===== src/hdl/pteu_pkg.sv =====
// Package with the types and constants of the particle table.
package pteu_pkg;
  localparam int unsigned LifeW = 17;
  localparam logic [LifeW-1:0] LifeOne = 17'h10000;
  localparam logic [0:0] ModeAdd = 1'b0;
  localparam logic [0:0] ModeTick = 1'b1;
  localparam logic [0:0] CfgGravity = 1'b0;
  localparam logic [0:0] CfgDecay = 1'b1;

  typedef struct packed {
    logic        mode;
    logic [31:0] pos_x;
    logic [31:0] pos_y;
    logic [31:0] vel_x;
    logic [31:0] vel_y;
    logic [7:0]  red;
    logic [7:0]  green;
    logic [7:0]  blue;
    logic [15:0] time_step;
  } in_item_t;

  typedef struct packed {
    logic [31:0] out_x;
    logic [31:0] out_y;
    logic [7:0]  out_red;
    logic [7:0]  out_green;
    logic [7:0]  out_blue;
    logic [7:0]  out_alpha;
    logic        vertex_valid;
    logic        last_vertex;
  } out_item_t;

  typedef enum logic [3:0] {
    ST_IDLE, ST_ADD_SCAN, ST_ADD_WR, ST_T_DEC, ST_T_RD, ST_T_WAIT,
    ST_T_LIFE, ST_T_VY, ST_T_PX, ST_T_PY, ST_T_EMIT, ST_T_NEXT, ST_T_END
  } state_t;

  typedef struct packed {
    logic load_item;
    logic clr_idx;
    logic inc_idx;
    logic add_write;
    logic calc_dec;
    logic rd_slot;
    logic do_life;
    logic do_vy;
    logic do_px;
    logic do_py;
    logic emit;
    logic emit_empty;
  } ctrl_t;

  typedef struct packed {
    logic is_tick;
    logic idx_last;
    logic slot_act;
    logic slot_dies;
    logic have_pend;
  } stat_t;

  function automatic logic [31:0] sat32(input logic signed [33:0] v);
    logic [31:0] r;
    if (v > 34'sd2147483647) r = 32'h7FFF_FFFF;
    else if (v < -34'sd2147483648) r = 32'h8000_0000;
    else r = v[31:0];
    return r;
  endfunction
endpackage


===== src/hdl/pteu_ctrl.sv =====
// Controller state machine that sequences adds and ticks over the slots.
module pteu_ctrl import pteu_pkg::*; (
  input  logic   clk,
  input  logic   rst_n,
  input  logic   start,
  input  stat_t  st,
  output logic   busy,
  output ctrl_t  cmd
);
  state_t state_r, state_nxt;

  always_ff @(posedge clk) begin
    if (!rst_n) state_r <= ST_IDLE;
    else state_r <= state_nxt;
  end

  always_comb begin
    state_nxt = state_r;
    case (state_r)
      ST_IDLE:     if (start) state_nxt = ST_ADD_SCAN;
      ST_ADD_SCAN: begin
        if (st.is_tick) state_nxt = ST_T_DEC;
        else if (!st.slot_act) state_nxt = ST_ADD_WR;
        else if (st.idx_last) state_nxt = ST_IDLE;
      end
      ST_ADD_WR:   state_nxt = ST_IDLE;
      ST_T_DEC:    state_nxt = ST_T_RD;
      ST_T_RD:     state_nxt = st.slot_act ? ST_T_WAIT : ST_T_NEXT;
      ST_T_WAIT:   state_nxt = ST_T_LIFE;
      ST_T_LIFE:   state_nxt = st.slot_dies ? ST_T_NEXT : ST_T_VY;
      ST_T_VY:     state_nxt = ST_T_PX;
      ST_T_PX:     state_nxt = ST_T_PY;
      ST_T_PY:     state_nxt = ST_T_EMIT;
      ST_T_EMIT:   state_nxt = ST_T_NEXT;
      ST_T_NEXT:   state_nxt = st.idx_last ? ST_T_END : ST_T_RD;
      ST_T_END:    state_nxt = ST_IDLE;
      default:     state_nxt = ST_IDLE;
    endcase
  end

  always_comb begin
    cmd = '0;
    busy = (state_r != ST_IDLE);
    case (state_r)
      ST_IDLE:     begin
        cmd.load_item = start;
        cmd.clr_idx = 1'b1;
      end
      ST_ADD_SCAN: begin
        if (st.is_tick) cmd.clr_idx = 1'b1;
        else if (st.slot_act) cmd.inc_idx = 1'b1;
      end
      ST_ADD_WR:   cmd.add_write = 1'b1;
      ST_T_DEC:    cmd.calc_dec = 1'b1;
      ST_T_RD:     cmd.rd_slot = 1'b1;
      ST_T_WAIT:   cmd.rd_slot = 1'b1;
      ST_T_LIFE:   cmd.do_life = 1'b1;
      ST_T_VY:     cmd.do_vy = 1'b1;
      ST_T_PX:     cmd.do_px = 1'b1;
      ST_T_PY:     cmd.do_py = 1'b1;
      ST_T_EMIT:   cmd.emit = 1'b1;
      ST_T_NEXT:   cmd.inc_idx = 1'b1;
      ST_T_END:    cmd.emit_empty = 1'b1;
      default:     cmd = '0;
    endcase
  end
endmodule


===== config.mk =====
export PLATFORM = sky130hd
export DESIGN_NAME = pteu_ctrl
export DESIGN_NICKNAME = d
export VERILOG_FILES = /design/src/hdl/pteu_pkg.sv /design/src/hdl/pteu_ctrl.sv
export SDC_FILE = /design/constraint.sdc
export NUM_CORES = 1
export LEC_CHECK = 0
export ABC_AREA = 1
export BUFFER_PORTS_ARGS = -buffer_cell sky130_fd_sc_hd__buf_2
export CAP_MARGIN = 5
export CORE_AREA = 2 2 39 41
export DETAILED_ROUTE_END_ITERATION = 8
export DIE_AREA = 0 0 41 43
export PLACE_DENSITY = 0.6
export SLEW_MARGIN = 15
export SYNTH_ARGS = -nofsm -noshare
export SYNTH_HDL_FRONTEND = slang
export SYNTH_SLANG_ARGS = --single-unit

===== constraint.sdc =====
create_clock -name clk -period 3.35 [get_ports clk]
set_clock_uncertainty 0.1 [all_clocks]
set_input_delay 0.67 -clock clk [delete_from_list [all_inputs] [get_ports clk]]
set_output_delay 0.67 -clock clk [all_outputs]
set_load 0.02 [all_outputs]

; Word-level counts from Yosys, hierarchy flattened
; Cells that the tools add are included.
[op_classes]
n_eq_ne = 14
n_mux = 23
reduce_logical = 4
[op_table]
columns = cell, count
row1 = one-hot mux 4 bit (11 select lines), 1
row2 = 2-to-1 mux 4 bit, 7
row3 = "== test 4 bit, second input constant", 5
row4 = "== test 4 x 3 -> 1 bit, second input constant", 4
row5 = 2-to-1 mux 1 bit, 13
row6 = "== test 4 x 2 -> 1 bit, second input constant", 2
row7 = "== test 4 x 1 -> 1 bit, second input constant", 1
row8 = logical NOT 4 bit, 1
row9 = "inequality test 4 bit, second input constant", 1
row10 = one-hot mux 1 bit (2 select lines), 2
row11 = nonzero test 4 bit, 1
row12 = "inequality test 2 bit, second input constant", 1
row13 = AND reduction 2 bit, 1
row14 = OR reduction 2 bit, 1
[totals]
inputBits = 8
output_inout_bits = 13
elab_cells = 42
reg_bits = 4

; Depth between registers and ports, before layout
; Gate-level depths: netlist of the first run.
[logic_depth]
ltp_word = 4
ltp_mapped = 8
ltp_nobuf = 8

; Least setup slack after synthesis of the first run
; OpenSTA, ideal clock, no wires.
[synth_timing]
path_kind = in2out
startpoint = input st[4] in the netlist's numbering
endpoint = output cmd[9] in the netlist's numbering
required_ns = 2.580
arrival_time_ns = 1.129
path_slack_ns = 1.451
path_buffers = 0
cell_stages = 3
cell_sequence = inv_1 nand2_1 o22ai_1
[synth_lines]
columns = element, line_no
row1 = start: declaration, pteu_ctrl.sv:6  ; input stat_t st,
row2 = end: declaration, pteu_ctrl.sv:8  ; output ctrl_t cmd

==> flow_summary.json, run 1 <==
{
  "cts_buffer_depth": 2,
  "clkTransAtPathRegs_ns": 0.04,
  "finalCritPeriodShare_pct": 61.2,
  "grt_use_total_pct": 11.3,
  "layout_min_cycle_time_ns": 2.05,
  "multi_input_area_um2": 218,
  "post-cts-setup-buffers": 0,
  "final_common_cell": "buf_2",
  "port-buffer-count": 19,
  "regArea_um2": 80.1,
  "largest_reg_flops": 4,
  "synthTopCellsByArea": "dfxtp_1, nand2_1, nor2_1",
  "synthesis.area_um2": 343,
  "cp-start-kind": "flop",
  "layout_common_cells": "buf_2, nand2_1, nor2_1, inv_1, nand3_1",
  "grt_max_degree": 7,
  "hp-start": "rst_n",
  "status": "finished clean",
  "cts_resized": 0,
  "wl_per_cell_um": 8.74,
  "dieArea_um2": 1760,
  "slew_headroom_pct": 82.8,
  "cp_data_required_time_ns": 2.58,
  "gr-usage-met3_pct": 3.14,
  "grt_pass1_vias": 363,
  "synth_warnings": 0,
  "drive_above_1_share_pct": 32.9,
  "ios": 21,
  "regMostFlops": "state_r",
  "hold_viol": 0,
  "fin_setup_tns_ns": 0,
  "route.detailed.drc": 0,
  "holdWs_ns": 0.543,
  "yosysTopAreaCellShare_pct": 23.4,
  "initial_utilization_pct": 24.8,
  "ys_types": 15,
  "final_cells": 101,
  "hold_path_depth": 3,
  "wl_um": 883,
  "finalNetCount": 95,
  "reg.largest.list": "state_r x4",
  "p_per_area_nw_per_um2": 397,
  "core_area_um2": 1380,
  "clkSinkCount": 4,
  "synth.ff_latch_count": 4,
  "yosysSeqAreaShare_pct": 23.4,
  "drt-initial-drc-count": 9,
  "cap_violations": 0,
  "placed_cells": 98,
  "grt_pass1_wl_mm": 1.33,
  "viasPerCell": 4.59,
  "first_pass_iters": 6,
  "leakage_nw": 0.285,
  "cts_root_buf": "clkbuf_4",
  "globalRoute.totalOverflow": 0,
  "dpl.hpwl_um": 783,
  "grt_util_met2_pct": 19.1,
  "reg2reg_slack_ns": 2.13,
  "critical_path_class": "flop to output port",
  "via_count": 464,
  "synth.net_count": 71,
  "fillers": 157,
  "clk-insertion-delay-late_ns": 0.23,
  "setup_viol": 0,
  "rsz0062_at_grt": "no",
  "die_w_um": 41,
  "insertedDiodeCount": 0,
  "final_antenna_net_count": 0,
  "area.growth.synth_to_final_pct": 40.1,
  "cts-buffers-inserted": 3,
  "endpoint_kind": "output port",
  "worst_pin_slew_ns": 0.258,
  "hold_path.class": "input pin to flop",
  "hold_buffers": 0,
  "synth_top_area_cell": "dfxtp_1",
  "peakVddDrop_mv": 0.142,
  "num_rows": 14,
  "antenna_found_initial": 0,
  "r2r_cells": 6,
  "h-tree-depth": 1,
  "regToRegEndpoint": "state_r[0]$_SDFFE_PN0P_",
  "cp.arrival_ns": 1.28,
  "hold_path_end": "state_r[2]$_SDFFE_PN0P_",
  "worstPathMaxFanout": 4,
  "cts_tree": "built",
  "slew_violations": 0,
  "grt_use_met1_pct": 10.9,
  "postSynthAreaPerCell_um2": 5.44,
  "gp_congestion": 0.771,
  "r2r_start": "state_r[0]$_SDFFE_PN0P_",
  "grt-busiest-layer": "met2",
  "postSynthCellCount": 63,
  "max_freq_ghz": 0.487,
  "die_height_um": 43
}
[power breakdown]
group          internal [mW]  total, mW  switching (mW)
Sequential            0.0523     0.0572         0.00486
Clock                 0.0399     0.0573          0.0174
Combinational         0.0244     0.0763          0.0519
Total                  0.117      0.191          0.0741
[kinds of logic after synthesis]
| family | synth area share, % |
|---|---|
| simple gates | 51.1 |
| buf+inv | 13.1 |
| compound gates | 12.4 |
| flops | 23.4 |
[worst max path at each step]
stage	start	end	slack [ns]	depth (start not counted)
final	state_r[0]$_SDFFE_PN0P_	cmd[9]	1.30	5
after CTS	state_r[0]$_SDFFE_PN0P_	cmd[9]	1.28	5
after global routing	state_r[0]$_SDFFE_PN0P_	cmd[9]	1.16	5
after floorplan	st[4]	cmd[9]	1.45	3
after detailed placement	st[4]	cmd[9]	1.36	5
after global placement	st[4]	cmd[9]	1.40	5
[cell type report]
cell class | count | share of cell area [%]
Sequential cell | 4 | 16.7
Tap cell | 16 | 4.17
Inverter | 12 | 9.37
Multi-Input combinational cell | 47 | 45.3
Timing Repair Buffer | 19 | 19.8
Clock buffer | 3 | 4.69
[per-stage QoR]
stage	utilization, %	area, um^2	setup WS, ns	power (mW)
2_1_floorplan	-	343	1.45	0.111
3_3_place_gp	33.1	458	1.40	0.134
3_5_place_dp	33.1	458	1.36	0.135
4_1_cts	34.7	480	1.28	0.195
5_1_grt	34.7	480	1.16	0.205
6_report	34.7	480	1.30	0.191
[Yosys cell counts]
cell	instances
nand2_1	15
a21oi_1	2
nor2_1	13
o21ai_0	2
nand3_1	6
nor2_2	2
inv_2	2
nor3_1	2
nor2_4	1
dfxtp_1	4
o21ai_2	1
inv_1	10
nand4_1	1
o22ai_1	1
a22oi_1	1
[metal layers]
metal / share of wire [%] / wire length (um)
met5: 0 / 0
met4: 0.91 / 8
met3: 9.6 / 85
met2: 49 / 431
met1: 40 / 357
[worst max-delay path, cell delays in order, from the launching register on]
cell,delay (ns)
dfxtp_1,0.35
inv_1,0.09
nor2_1,0.18
nand2_1,0.12
o22ai_1,0.12
buf_2,0.18
Power figures use the tool's default switching activity.
==> run 2: changes to the inputs <==
Clock period 3.35 ns to 2 ns, I/O delays scaled along.
==> flow_summary.json, run 2 (synthesized netlist as in run 1, its figures left out) <==
{
  "finalCritPeriodShare_pct": 89.1,
  "cts-buffers-inserted": 3,
  "final_antenna_net_count": 0,
  "placed_area_um2": 458,
  "final_common_cell": "buf_2",
  "hold_buffers": 0,
  "endpoint_kind": "output port",
  "r2r_start": "state_r[0]$_SDFFE_PN0P_",
  "regMostFlops": "state_r",
  "status": "finished clean",
  "initial_utilization_pct": 24.8,
  "leakage_nw": 0.285,
  "worst_pin_slew_ns": 0.261,
  "grt_use_total_pct": 12.3,
  "h-tree-depth": 1,
  "regToRegEndpoint": "state_r[0]$_SDFFE_PN0P_",
  "viasPerCell": 4.54,
  "hold_path.class": "input pin to flop",
  "dpl.hpwl_um": 799,
  "holdWs_ns": 0.269,
  "cts_resized": 0,
  "hold_path_end": "state_r[2]$_SDFFE_PN0P_",
  "drive_above_1_share_pct": 32.9,
  "fillers": 159,
  "wl_per_cell_um": 9.06,
  "fin_setup_tns_ns": 0,
  "gr-usage-met3_pct": 3.66,
  "die_w_um": 41,
  "peakVddDrop_mv": 0.244,
  "cp-start-kind": "flop",
  "grt_use_met1_pct": 10.9,
  "setup_viol": 0,
  "cpPeakStageDelay_ns": 0.35,
  "multi_input_area_um2": 218,
  "crit_path_cell_trace": "inv_1 > nor2_1 > nand2_1 > o22ai_1 > buf_2",
  "critical_path_class": "flop to output port",
  "clkSinkCount": 4,
  "globalRoute.totalOverflow": 0,
  "reg2reg_slack_ns": 0.77,
  "worstPathMaxFanout": 4,
  "final_core_util_pct": 34.7,
  "die_height_um": 43,
  "first_pass_iters": 4,
  "clkTransAtPathRegs_ns": 0.04,
  "cp.arrival_ns": 1.28,
  "gp_congestion": 0.770,
  "cts_tree": "built",
  "cap_violations": 0,
  "insertedDiodeCount": 0,
  "port-buffer-count": 19,
  "hp-start": "rst_n",
  "clk-insertion-delay-late_ns": 0.23,
  "grt_util_met2_pct": 20.9,
  "layout_common_cells": "buf_2, nand2_1, nor2_1, inv_1, nand3_1",
  "slew_headroom_pct": 82.5,
  "num_rows": 14,
  "rsz0062_at_grt": "no",
  "hold_path_depth": 3,
  "p_per_area_nw_per_um2": 667,
  "crit_family": "flip-flops",
  "grt_pass1_wl_mm": 1.46,
  "route.detailed.drc": 0,
  "cp_data_required_time_ns": 1.50,
  "finalNetCount": 95,
  "final_area_um2": 480,
  "grt_pass1_vias": 403,
  "antenna_found_initial": 0,
  "largest_reg_flops": 4,
  "place_ws_ns": 0.456,
  "regArea_um2": 80.1,
  "area.growth.synth_to_final_pct": 40.1,
  "drt-initial-drc-count": 13,
  "slew_violations": 0,
  "dieArea_um2": 1760,
  "crit_buf_inv": 2,
  "layout_min_cycle_time_ns": 1.78,
  "core_area_um2": 1380,
  "max_freq_ghz": 0.561,
  "wl_um": 915,
  "r2r_cells": 6,
  "cts_buffer_depth": 2,
  "grt_max_degree": 7,
  "grt-busiest-layer": "met2",
  "fin_ws_ns": 0.218,
  "via_count": 459,
  "hold_viol": 0,
  "reg.largest.list": "state_r x4",
  "crit_slowest_cell": "dfxtp_1",
  "cts_root_buf": "clkbuf_4",
  "post-cts-setup-buffers": 0,
  "ios": 21
}
==> run 2: how the worst max path moves through the flow <==
| stage | start | endpoint | depth (start not counted) |
|---|---|---|---|
| after floorplan | state_r[3]$_SDFFE_PN0P_ | cmd[11] | 3 |
| after global placement | state_r[0]$_SDFFE_PN0P_ | cmd[9] | 5 |
| after detailed placement | state_r[0]$_SDFFE_PN0P_ | cmd[9] | 5 |
| after global routing | state_r[0]$_SDFFE_PN0P_ | cmd[9] | 5 |
| after CTS | state_r[0]$_SDFFE_PN0P_ | cmd[9] | 5 |
| final | state_r[0]$_SDFFE_PN0P_ | cmd[9] | 5 |
==> run 2: area by class of cell <==
| class | instances | area share [%] |
|---|---|---|
| timing repair buffer | 19 | 19.8 |
| sequential | 4 | 16.7 |
| clock buffer | 3 | 4.69 |
| inverter | 12 | 9.37 |
| multi-input combinational | 47 | 45.3 |
| tap | 16 | 4.17 |
==> run 2: metrics by stage <==
step	cells	total power, mW
floorplan	63	0.186
global placement	98	0.224
detailed placement	98	0.225
CTS	101	0.327
global route	101	0.348
finish	101	0.321
==> run 2: worst min-delay path, stage by stage <==
cell	delay [ns]
buf_2	0.09
nand2_1	0.04
inv_1	0.04
==> run 2: routing by layer <==
layer,routed length [um],up-vias,part of all wire [%]
met1,356,200,39
li1,-,242,-
met2,464,15,51
met3,85,2,9.3
met4,8,0,0.87
met5,0,-,0
==> run 2: power breakdown <==
part / switching, mW / internal (mW)
clock network: 0.0301 / 0.0669
registers: 0.00839 / 0.0877
logic: 0.0865 / 0.0409
==> run 3: changes to the inputs <==
Settings changed: PLACE_DENSITY 0.6 to 0.56, SLEW_MARGIN 15 to 10.
==> flow_summary.json, run 3 (synthesized netlist as in run 1, its figures left out) <==
{
  "status": "finished clean",
  "cp_data_required_time_ns": 1.50,
  "via_count": 443,
  "clkTransAtPathRegs_ns": 0.03,
  "initial_utilization_pct": 24.8,
  "cp.arrival_ns": 1.27,
  "worstPathMaxFanout": 4,
  "wl_um": 930,
  "clkSinkCount": 4,
  "drt-initial-drc-count": 15,
  "largest_reg_flops": 4,
  "insertedDiodeCount": 0,
  "die_w_um": 41,
  "h-tree-depth": 1,
  "route.detailed.drc": 0,
  "finalCritPeriodShare_pct": 88.5,
  "regMostFlops": "state_r",
  "dpl.hpwl_um": 783,
  "r2r_cells": 5,
  "fillers": 169,
  "grt_use_total_pct": 11.6,
  "core_area_um2": 1380,
  "area.growth.synth_to_final_pct": 40.1,
  "cts_resized": 0,
  "clk-insertion-delay-late_ns": 0.23,
  "fin_setup_tns_ns": 0,
  "port-buffer-count": 19,
  "grt_max_degree": 7,
  "final_common_cell": "buf_2",
  "final_antenna_net_count": 0,
  "layout_common_cells": "buf_2, nand2_1, nor2_1, inv_1, nand3_1",
  "ios": 21,
  "rsz0062_at_grt": "no",
  "first_pass_iters": 4,
  "regArea_um2": 80.1,
  "hold_buffers": 0,
  "reg2reg_slack_ns": 0.74,
  "viasPerCell": 4.39,
  "multi_input_area_um2": 218,
  "globalRoute.totalOverflow": 0,
  "slew_headroom_pct": 84.6,
  "endpoint_kind": "output port",
  "die_height_um": 43,
  "layout_min_cycle_time_ns": 1.77,
  "cts_buffer_depth": 2,
  "cts-buffers-inserted": 3,
  "slew_violations": 0,
  "post-cts-setup-buffers": 0,
  "peakVddDrop_mv": 0.293,
  "cts_tree": "built",
  "final_area_um2": 480,
  "dieArea_um2": 1760,
  "drive_above_1_share_pct": 32.9,
  "cap_violations": 0,
  "max_freq_ghz": 0.565,
  "wl_per_cell_um": 9.21,
  "critical_path_class": "flop to output port",
  "placed_area_um2": 458,
  "hold_path.class": "input pin to flop",
  "holdWs_ns": 0.276,
  "num_rows": 14,
  "grt_pass1_wl_mm": 1.37,
  "cp-start-kind": "flop",
  "worst_pin_slew_ns": 0.230,
  "hold_viol": 0,
  "cts_root_buf": "clkbuf_4",
  "finalNetCount": 95,
  "reg.largest.list": "state_r x4",
  "leakage_nw": 0.285,
  "gp_congestion": 0.699,
  "setup_viol": 0,
  "hold_path_depth": 3,
  "p_per_area_nw_per_um2": 667,
  "grt_pass1_vias": 340,
  "antenna_found_initial": 0
}
-- run 3: cell counts in the layout (fill, tap and decap cells not counted) --
No cell type changed its count.
-- run 3: final timing paths --
path / startpoint / endpoint
setup reg to reg: state_r[1]$_SDFFE_PN0P_ / state_r[1]$_SDFFE_PN0P_
hold / removal: rst_n / state_r[2]$_SDFFE_PN0P_
setup / recovery: state_r[0]$_SDFFE_PN0P_ / cmd[9]
hold reg to reg: state_r[0]$_SDFFE_PN0P_ / state_r[0]$_SDFFE_PN0P_
-- run 3: layer usage --
layer | GRT usage (%) | share of wire [%]
met5 | 0 | 0
met4 | 8.00 | 0
met3 | 1.57 | 8.8
met2 | 17.2 | 45
met1 | 14.8 | 46
-- run 3: area by class of cell --
class / instances / area share (%)
clock buffer: 3 / 4.69
sequential: 4 / 16.7
inverter: 12 / 9.37
tap: 16 / 4.17
multi-input combinational: 47 / 45.3
timing repair buffer: 19 / 19.8
-- run 3: per-stage QoR --
step	util, %	worst slack, ns	cells	power [mW]
global placement	33.1	0.483	98	0.225
finish	34.7	0.229	101	0.320
detailed placement	33.1	0.474	98	0.227
global route	34.7	0.112	101	0.345
CTS	34.7	0.227	101	0.328
floorplan	-	0.418	63	0.186
-- run 3: critical path, stage by stage (launching register included) --
cell     delay, ns
dfxtp_1       0.35
inv_1         0.09
nor2_1        0.18
nand2_1       0.11
o22ai_1       0.12
buf_2         0.19
-- run 3: power by group --
group / total [mW] / switching [mW] / internal (mW)
combinational: 0.129 / 0.0884 / 0.0410
sequential: 0.0957 / 0.00799 / 0.0877
clock: 0.0954 / 0.0286 / 0.0668
total: 0.320 / 0.125 / 0.196
